`src/sv/mmps_pkg.sv`:
```
// Shared constants and types for the modular matrix power sum block.
`timescale 1ns / 1ps
package mmps_pkg;
  localparam int MaxDim = 32;
  localparam int DimW = $clog2(MaxDim);
  localparam int AddrW = 2 * DimW;
  localparam int Depth = 1 << AddrW;
  localparam int ValW = 30;
  localparam int ExpW = 60;
  localparam int SizeW = 6;
  localparam int CfgIdxW = 1;
  localparam int CfgDataW = 60;
  localparam logic [CfgIdxW-1:0] REG_SIZE = 1'b0;
  localparam logic [CfgIdxW-1:0] REG_EXP = 1'b1;
  localparam logic [ValW-1:0] Prime = 30'd998244353;
  // floor(2^60 / Prime), for the Barrett quotient estimate
  localparam logic [30:0] BarrettMu = 31'd1154949187;

  typedef logic [ValW-1:0] val_t;
  typedef logic [AddrW-1:0] addr_t;
  typedef logic [DimW-1:0] dim_t;

  // Control between sequencer and MAC unit.
  typedef struct packed {
    logic clr;   // start new dot product
    logic en;    // accumulate the product of this cycle's operands
  } mac_ctl_t;
endpackage

```
`src/sv/mmps_mac.sv`:
```
// Modular multiply-accumulate unit: acc = (acc + a*b) mod prime, 4 stages.
`timescale 1ns / 1ps
module mmps_mac (
  input  logic               clk,
  input  mmps_pkg::mac_ctl_t ctl,
  input  mmps_pkg::val_t     a,
  input  mmps_pkg::val_t     b,
  output mmps_pkg::val_t     acc
);
  // Stage 1: product. Stage 2: Barrett quotient estimate from the top bits.
  // Stage 3: remainder, at most two fix-up subtracts. Stage 4: accumulate.
  logic [59:0] prod_r, prod2_r;
  logic        en1_r, clr1_r, en2_r, clr2_r, en3_r, clr3_r;
  logic [61:0] qmul_r;
  logic [30:0] qhat_c;
  logic [61:0] qp_c;
  logic [59:0] rem_c;
  logic [31:0] r_c;
  mmps_pkg::val_t red_r;
  logic [30:0] sum_c;
  logic [30:0] acc_c;

  always_ff @(posedge clk) begin
    prod_r <= 60'(a) * 60'(b);
    en1_r <= ctl.en;
    clr1_r <= ctl.clr;
    qmul_r <= 62'(prod_r[59:29]) * 62'(mmps_pkg::BarrettMu);
    prod2_r <= prod_r;
    en2_r <= en1_r;
    clr2_r <= clr1_r;
  end

  always_comb begin
    qhat_c = qmul_r[61:31];
    qp_c = 62'(qhat_c) * 62'(mmps_pkg::Prime);
    rem_c = prod2_r - qp_c[59:0];
    r_c = rem_c[31:0];
    if (r_c >= 32'(mmps_pkg::Prime)) r_c = r_c - 32'(mmps_pkg::Prime);
    if (r_c >= 32'(mmps_pkg::Prime)) r_c = r_c - 32'(mmps_pkg::Prime);
  end

  always_ff @(posedge clk) begin
    red_r <= r_c[29:0];
    en3_r <= en2_r;
    clr3_r <= clr2_r;
  end

  always_comb begin
    sum_c = 31'(red_r) + 31'(clr3_r ? 30'd0 : acc);
    acc_c = (sum_c >= 31'(mmps_pkg::Prime)) ? sum_c - 31'(mmps_pkg::Prime) : sum_c;
  end

  always_ff @(posedge clk) begin
    if (en3_r) acc <= acc_c[29:0];
    else if (clr3_r) acc <= '0;
  end
endmodule

```
`config.mk`:
```
export PLATFORM = sky130hd
export DESIGN_NAME = mmps_mac
export DESIGN_NICKNAME = d
export VERILOG_FILES = /design/src/sv/mmps_pkg.sv /design/src/sv/mmps_mac.sv
export SDC_FILE = /design/constraint.sdc
export NUM_CORES = 2
export LEC_CHECK = 0
export BUFFER_PORTS_ARGS = -buffer_cell sky130_fd_sc_hd__buf_2
export CELL_PAD_IN_SITES_DETAIL_PLACEMENT = 1
export CELL_PAD_IN_SITES_GLOBAL_PLACEMENT = 2
export CORE_UTILIZATION = 39
export CTS_BUF_LIST = sky130_fd_sc_hd__clkbuf_4
export DETAILED_ROUTE_END_ITERATION = 6
export PLACE_DENSITY = 0.83
export SLEW_MARGIN = 15
export SYNTH_ARGS = -nofsm -noshare
export SYNTH_HDL_FRONTEND = slang
export SYNTH_SLANG_ARGS = --single-unit
```
`constraint.sdc`:
```
create_clock -name clk -period 7.47 [get_ports clk]
set_input_delay 0.3735 -clock clk [delete_from_list [all_inputs] [get_ports clk]]
set_output_delay 0.3735 -clock clk [all_outputs]
set_load 0.01 [all_outputs]
```
-- After elaboration in Yosys (flattened, before gate mapping)
Cells that the tools add are included.
- add/sub/neg operators: 5
- multiply operators: 3
- divide/modulo/power cells: 0
- order comparisons: 3
- equality and inequality tests: 0
- shift operators: 0
- multiplexer cells: 6
- bitwise logic cells: 0
- reductions and logical operators: 1
- operator list (operator ; count):
    30-bit two-way mux ; 5
    32-bit by 30-bit greater-or-equal comparator with 1-bit output (second input constant) ; 2
    31-bit by 31-bit multiplier with 62-bit output (second input constant) ; 1
    30-bit by 30-bit multiplier with 60-bit output ; 1
    30-bit subtractor (second input constant) ; 2
    31-bit by 30-bit multiplier with 32-bit output (second input constant) ; 1
    32-bit two-way mux ; 1
    32-bit by 30-bit subtractor with 32-bit output (second input constant) ; 1
    32-bit subtractor ; 1
    30-bit by 30-bit adder with 31-bit output ; 1
    31-bit by 30-bit greater-or-equal comparator with 1-bit output (second input constant) ; 1
    2-bit nonzero test ; 1
- register bits: 220
- bits in latches: 0
- RAM bits: 0
- memory bits (read-only): 0
- bits of input ports: 63
- output and inout bits: 30
- logic and storage cells: 29
- memories: 0

-- Longest topological paths before layout
- depth after elaboration: 6
- mapped depth: 34
- gate-level depth less buffers: 32

-- Worst setup path before layout
Ideal clock, no wire load.
- path kind: input -> register
- from: input b[15]
- to: register prod_r[56]
- setup time: 0.072 ns
- arrival: 8.103 ns
- data required time: 7.398 ns
- setup slack: -0.705 ns
- stages: 31
- path buffers: 1
- cells stage by stage: clkbuf_1 nand2_1 fa_1 inv_1 fa_1 inv_1 fa_1 inv_1 fa_1 inv_1 fa_1 fa_1 inv_1 fa_1 fa_1 ha_1 a21o_1 a21o_1 a21oi_1 o211ai_1 o21a_1 o41a_1 o221a_2 o31a_1 o41a_1 a211oi_1 nor3_1 a21oi_1 nand2b_1 a21oi_1 xnor2_1
- cells in the longest elaborated chain, start to end: 1
- ends and longest elaborated chain (what ; line ; source):
    start, declared ; mmps_mac.sv:7 ; input mmps_pkg::val_t b,
    30-bit by 30-bit multiplier with 60-bit output ; mmps_mac.sv:24 ; prod_r <= 60'(a) * 60'(b);
    end signal, assigned ; mmps_mac.sv:24 ;
    end, declared ; mmps_mac.sv:12 ; logic [59:0] prod_r, prod2_r;
No other way between the ends.
A chain may end at the register's enable or synchronous reset.

-- Worst setup path in the final report
- from: register qmul_r[31]
- to: register red_r[19]
- cells in the longest elaborated chain, start to end: 6
- elaborated cells on any way between the ends: 8
- classes of those cells: add/sub: 3; mul: 1; order compare: 2; mux: 2
- ends and longest elaborated chain (what ; line ; source):
    start, declared ; mmps_mac.sv:14 ; logic [61:0] qmul_r;
    start signal, assigned ; mmps_mac.sv:27 ; qmul_r <= 62'(prod_r[59:29]) * 62'(mmps_pkg::BarrettMu);
    31-bit by 30-bit multiplier with 32-bit output * ; mmps_mac.sv:35 ; qp_c = 62'(qhat_c) * 62'(mmps_pkg::Prime);
    32-bit subtractor * ; mmps_mac.sv:36 ; rem_c = prod2_r - qp_c[59:0];
    32-bit by 30-bit subtractor with 32-bit output or 32-bit by 30-bit greater-or-equal comparator with 1-bit output (tied branches) ; mmps_mac.sv:38 ; if (r_c >= 32'(mmps_pkg::Prime)) r_c = r_c - 32'(mmps_pkg::Prime);
    32-bit two-way mux * ; mmps_mac.sv:38 ;
    30-bit subtractor or 32-bit by 30-bit greater-or-equal comparator with 1-bit output (tied branches) ; mmps_mac.sv:39 ; if (r_c >= 32'(mmps_pkg::Prime)) r_c = r_c - 32'(mmps_pkg::Prime);
    30-bit two-way mux * ; mmps_mac.sv:39 ;
    via r_c[19] ; mmps_mac.sv:18 ; logic [31:0] r_c;
    end signal, assigned ; mmps_mac.sv:43 ; red_r <= r_c[29:0];
    end, declared ; mmps_mac.sv:19 ; mmps_pkg::val_t red_r;
Mark *: on every way through the listed nets, which the timed path passes. The rest lies on a longest branch.

==> metrics.md <==
| Metric | Value |
|---|---|
| Clock net sink count | approximately 190 |
| Register area share after synthesis | 7.66% |
| DP Cell Count | 7,987 |
| Finished Layout Cells | 8,089 |
| Fillcell total | 15,600 |
| WL/cell | between 15 and 20 um |
| First-pass GRT wire length | 248,000 um |
| CP endpoint kind | register |
| Vias per std cell | ~5.0 |
| PortBufs | about 90 |
| Cell taking the most area after synthesis | fa_1 |
| DRT antenna net count | 0 |
| Yosys top cell area share | 39.8% |
| Total wire length | 154,000 um |
| CTS H-tree depth | 4 |
| TritonCTS buffer count | 17 |
| Post-synth EDFFs | 30 |
| Top-count cell post-synth | inv_1 |
| Top post-synthesis cells by count | inv_1, fa_1, ha_1 |
| Crit Path Max Fanout | 7 |
| Slew Viols, Final | 0 |
| DR vias | 40,300 |
| DRT Pass-1 Iters | 6 |
| Clock Path Buffers | 2 |
| Worst Hold Class | reg2reg |
| Max Freq | 131 MHz |
| Synth Register Bits | 189 |
| # setup viols final | 32 |
| Die ar. | 0.138 mm2 |
| Setup WS post-layout | -0.178 ns |
| Slew @ Worst Pin | 0.984 ns |
| DRT iter0 DRCs | approximately 1,600 |
| Placer congestion estimate | 0.875 |
| Design Area, Final | 0.0624 mm2 |
| Tcrit/Tclk final | 102% |
| Crit-path most repeated cell | fa_1 |
| Die X | 372 um |
| Syn nets | 7,685 |
| Max_cap viols | 0 |
| Skew final | 0.0578 ns |
| Rel. slew slack | 34.3% |
| Placeable Area | 0.135 mm2 |
| Register area | a little over 0.004 mm2 |
| Synth Cell Area | 0.0533 mm2 |
| Layout area overhead | 17.1% |
| Critical Path Source Type | register |
| Total GRT Usage | 22.9% |
| Status | complete, but fails checks |
| Clk_lat worst skew | 0.78 ns |
| # DRC | 0 |
| RSZ-0062 raised after global routing | true |
| Violated checks | setup timing |
| Root Driver | clkbuf_4 |
| Layout cell share with drive strength beyond 1 | 16.0% |
| Largest net degree at the start of global routing | 33 |
| Mapped Cells | 5,771 |
| Time the worst path needs with I/O delays and setup | roughly 7.6 ns |
| Area of the multi-input gates | about 0.045 mm2 |
| Starting Density | 39.3% |
| Avg Cell Area, Syn | 9.23 um2 |
| Fin Setup TNS | -2.98 ns |
| Synth warn | 0 |
| Critical Path RT | between 8 and 9 ns |
| Post-Place Cell Area | 0.0598 mm2 |
| Final Hold Fails | 0 |
| Bufs and invs on worst path | 9 |
| Ranking of synthesized cells by area | fa_1, ha_1, inv_1, dfxtp_1, nand2_1 |
| Crit path DAT | 8.31 ns |
| Most common flop cell mapped by yosys | dfxtp_1 |
| GRT overflow | 0 |
| CP max stage delay | 0.50 ns |
| Row count | ~140 |
| Netlist cell types | 98 |
| Delay-heaviest family, CP | adder cells |
| Die Height | 372 um |
| Slowest cell on crit path | fa_1 |
| IO Pins | between 90 and 100 |
| Share of flip-flops with an asynchronous set or reset | 0% |
| CTS tree | built |
| CP Class | reg2reg |
| Core Util, Final | 46.1% |
| Initial antenna violation count | 5 |
| Layout Nets | 8,203 |
| Number of global-route vias before repair | between 40,000 and 50,000 |
| Worst-path clk slew | 0.22 ns |
| Post-DP HPWL | 136,000 um |
-- sequential cells by signal, indices dropped and copies added (netlist names) --
name     flops
acc         30
prod2_r     31
en3_r        1
qmul_r      32
en1_r        1
en2_r        1
red_r       30
prod_r      60
clr1_r       1
clr2_r       1
clr3_r       1
-- timing repair --
item,4_1_cts,5_1_grt
setup buffers,41,32
hold buffers,2,0
hold endpoints to repair,2,0
pin swaps,122,128
setup endpoints to repair,46,60
gates resized for setup,257,174
cloned,2,2
-- cell usage in the layout, fill, tap and decap left out, types with 16 or more instances in the layout --
master / Yosys / routed
dfxtp_1: 159 / 145
nand3_1: 59 / 56
nor2_1: 130 / 115
or3_1: 22 / 22
nor3_1: 42 / 33
nand2b_1: 27 / 27
nand4_1: 23 / 23
inv_1: 1317 / 1296
ha_1: 791 / 771
a21oi_1: 130 / 108
nand2_2: 1 / 17
edfxtp_1: 30 / 30
o21ai_1: 10 / 16
a21o_1: 65 / 65
ha_4: 0 / 18
nand2_1: 769 / 749
buf_4: 1 / 534
buf_2: 6 / 55
fa_2: 0 / 39
xnor2_1: 148 / 131
inv_2: 0 / 20
xor2_1: 61 / 58
buf_12: 0 / 40
o21a_1: 31 / 31
o21bai_1: 18 / 18
a21oi_2: 2 / 22
nor2b_1: 56 / 53
and2_1: 273 / 272
o21ai_0: 90 / 76
fa_1: 1060 / 1021
o211ai_1: 18 / 18
and3_1: 17 / 17
buf_6: 2 / 57
clkbuf_4: 0 / 20
-- per-layer routing --
layer | part of all wire (%) | wire (um) | track usage (%) | up-vias
met5 | 0.0052 | 8 | 0 | -
met4 | 2.2 | 3400 | 5.61 | 2
met3 | 3.6 | 5490 | 2.75 | 150
met2 | 50 | 77100 | 40.4 | 568
met1 | 44 | 68400 | 29.6 | 20800
li1 | - | - | - | 18700
-- through the flow --
stage	setup slack (ns)	hold slack [ns]
after global placement	-1.14	0.310
final	-0.178	0.282
after global routing	-0.448	0.219
after floorplan	-0.410	0.310
after CTS	-0.144	0.171
after detailed placement	-1.20	0.313
-- cell families (layout without fill, tap and decap cells) --
logic type	Yosys count	count (layout)	synth area share [%]
buffers and inverters	1526	2056	10.8
multiplexers	4	4	0.0751
other	0	7	0
AND/OR/NAND/NOR	1497	1497	13.4
XOR/XNOR	209	209	3.43
flip-flops	189	189	7.66
AO/OA/AOI/OAI	494	494	6.24
adder cells (fa/ha/maj)	1852	1852	58.4
-- layout make-up --
type                       instances  share of cell area [%]
sequential                       189                    6.61
antenna                            7                  0.0281
timing repair buffer             708                    9.75
clock inverter                    12                   0.263
tap                             1781                    3.57
clock buffer                      19                   0.228
inverter                        1317                    7.92
multi-input combinational       4056                    71.6
-- path summary, 6_finish.rpt --
kind	start	slack, ns	endpoint	cells past startpoint
max	qmul_r[31]	-0.18	red_r[19]	31
max reg2reg	qmul_r[31]	-0.18	red_r[19]	31
min	prod_r[16]	0.28	prod2_r[16]	0
min reg2reg	prod_r[16]	0.28	prod2_r[16]	0
Power is not shown: default switching activity piles up to over one toggle a cycle in this logic, so the estimate is an artifact.
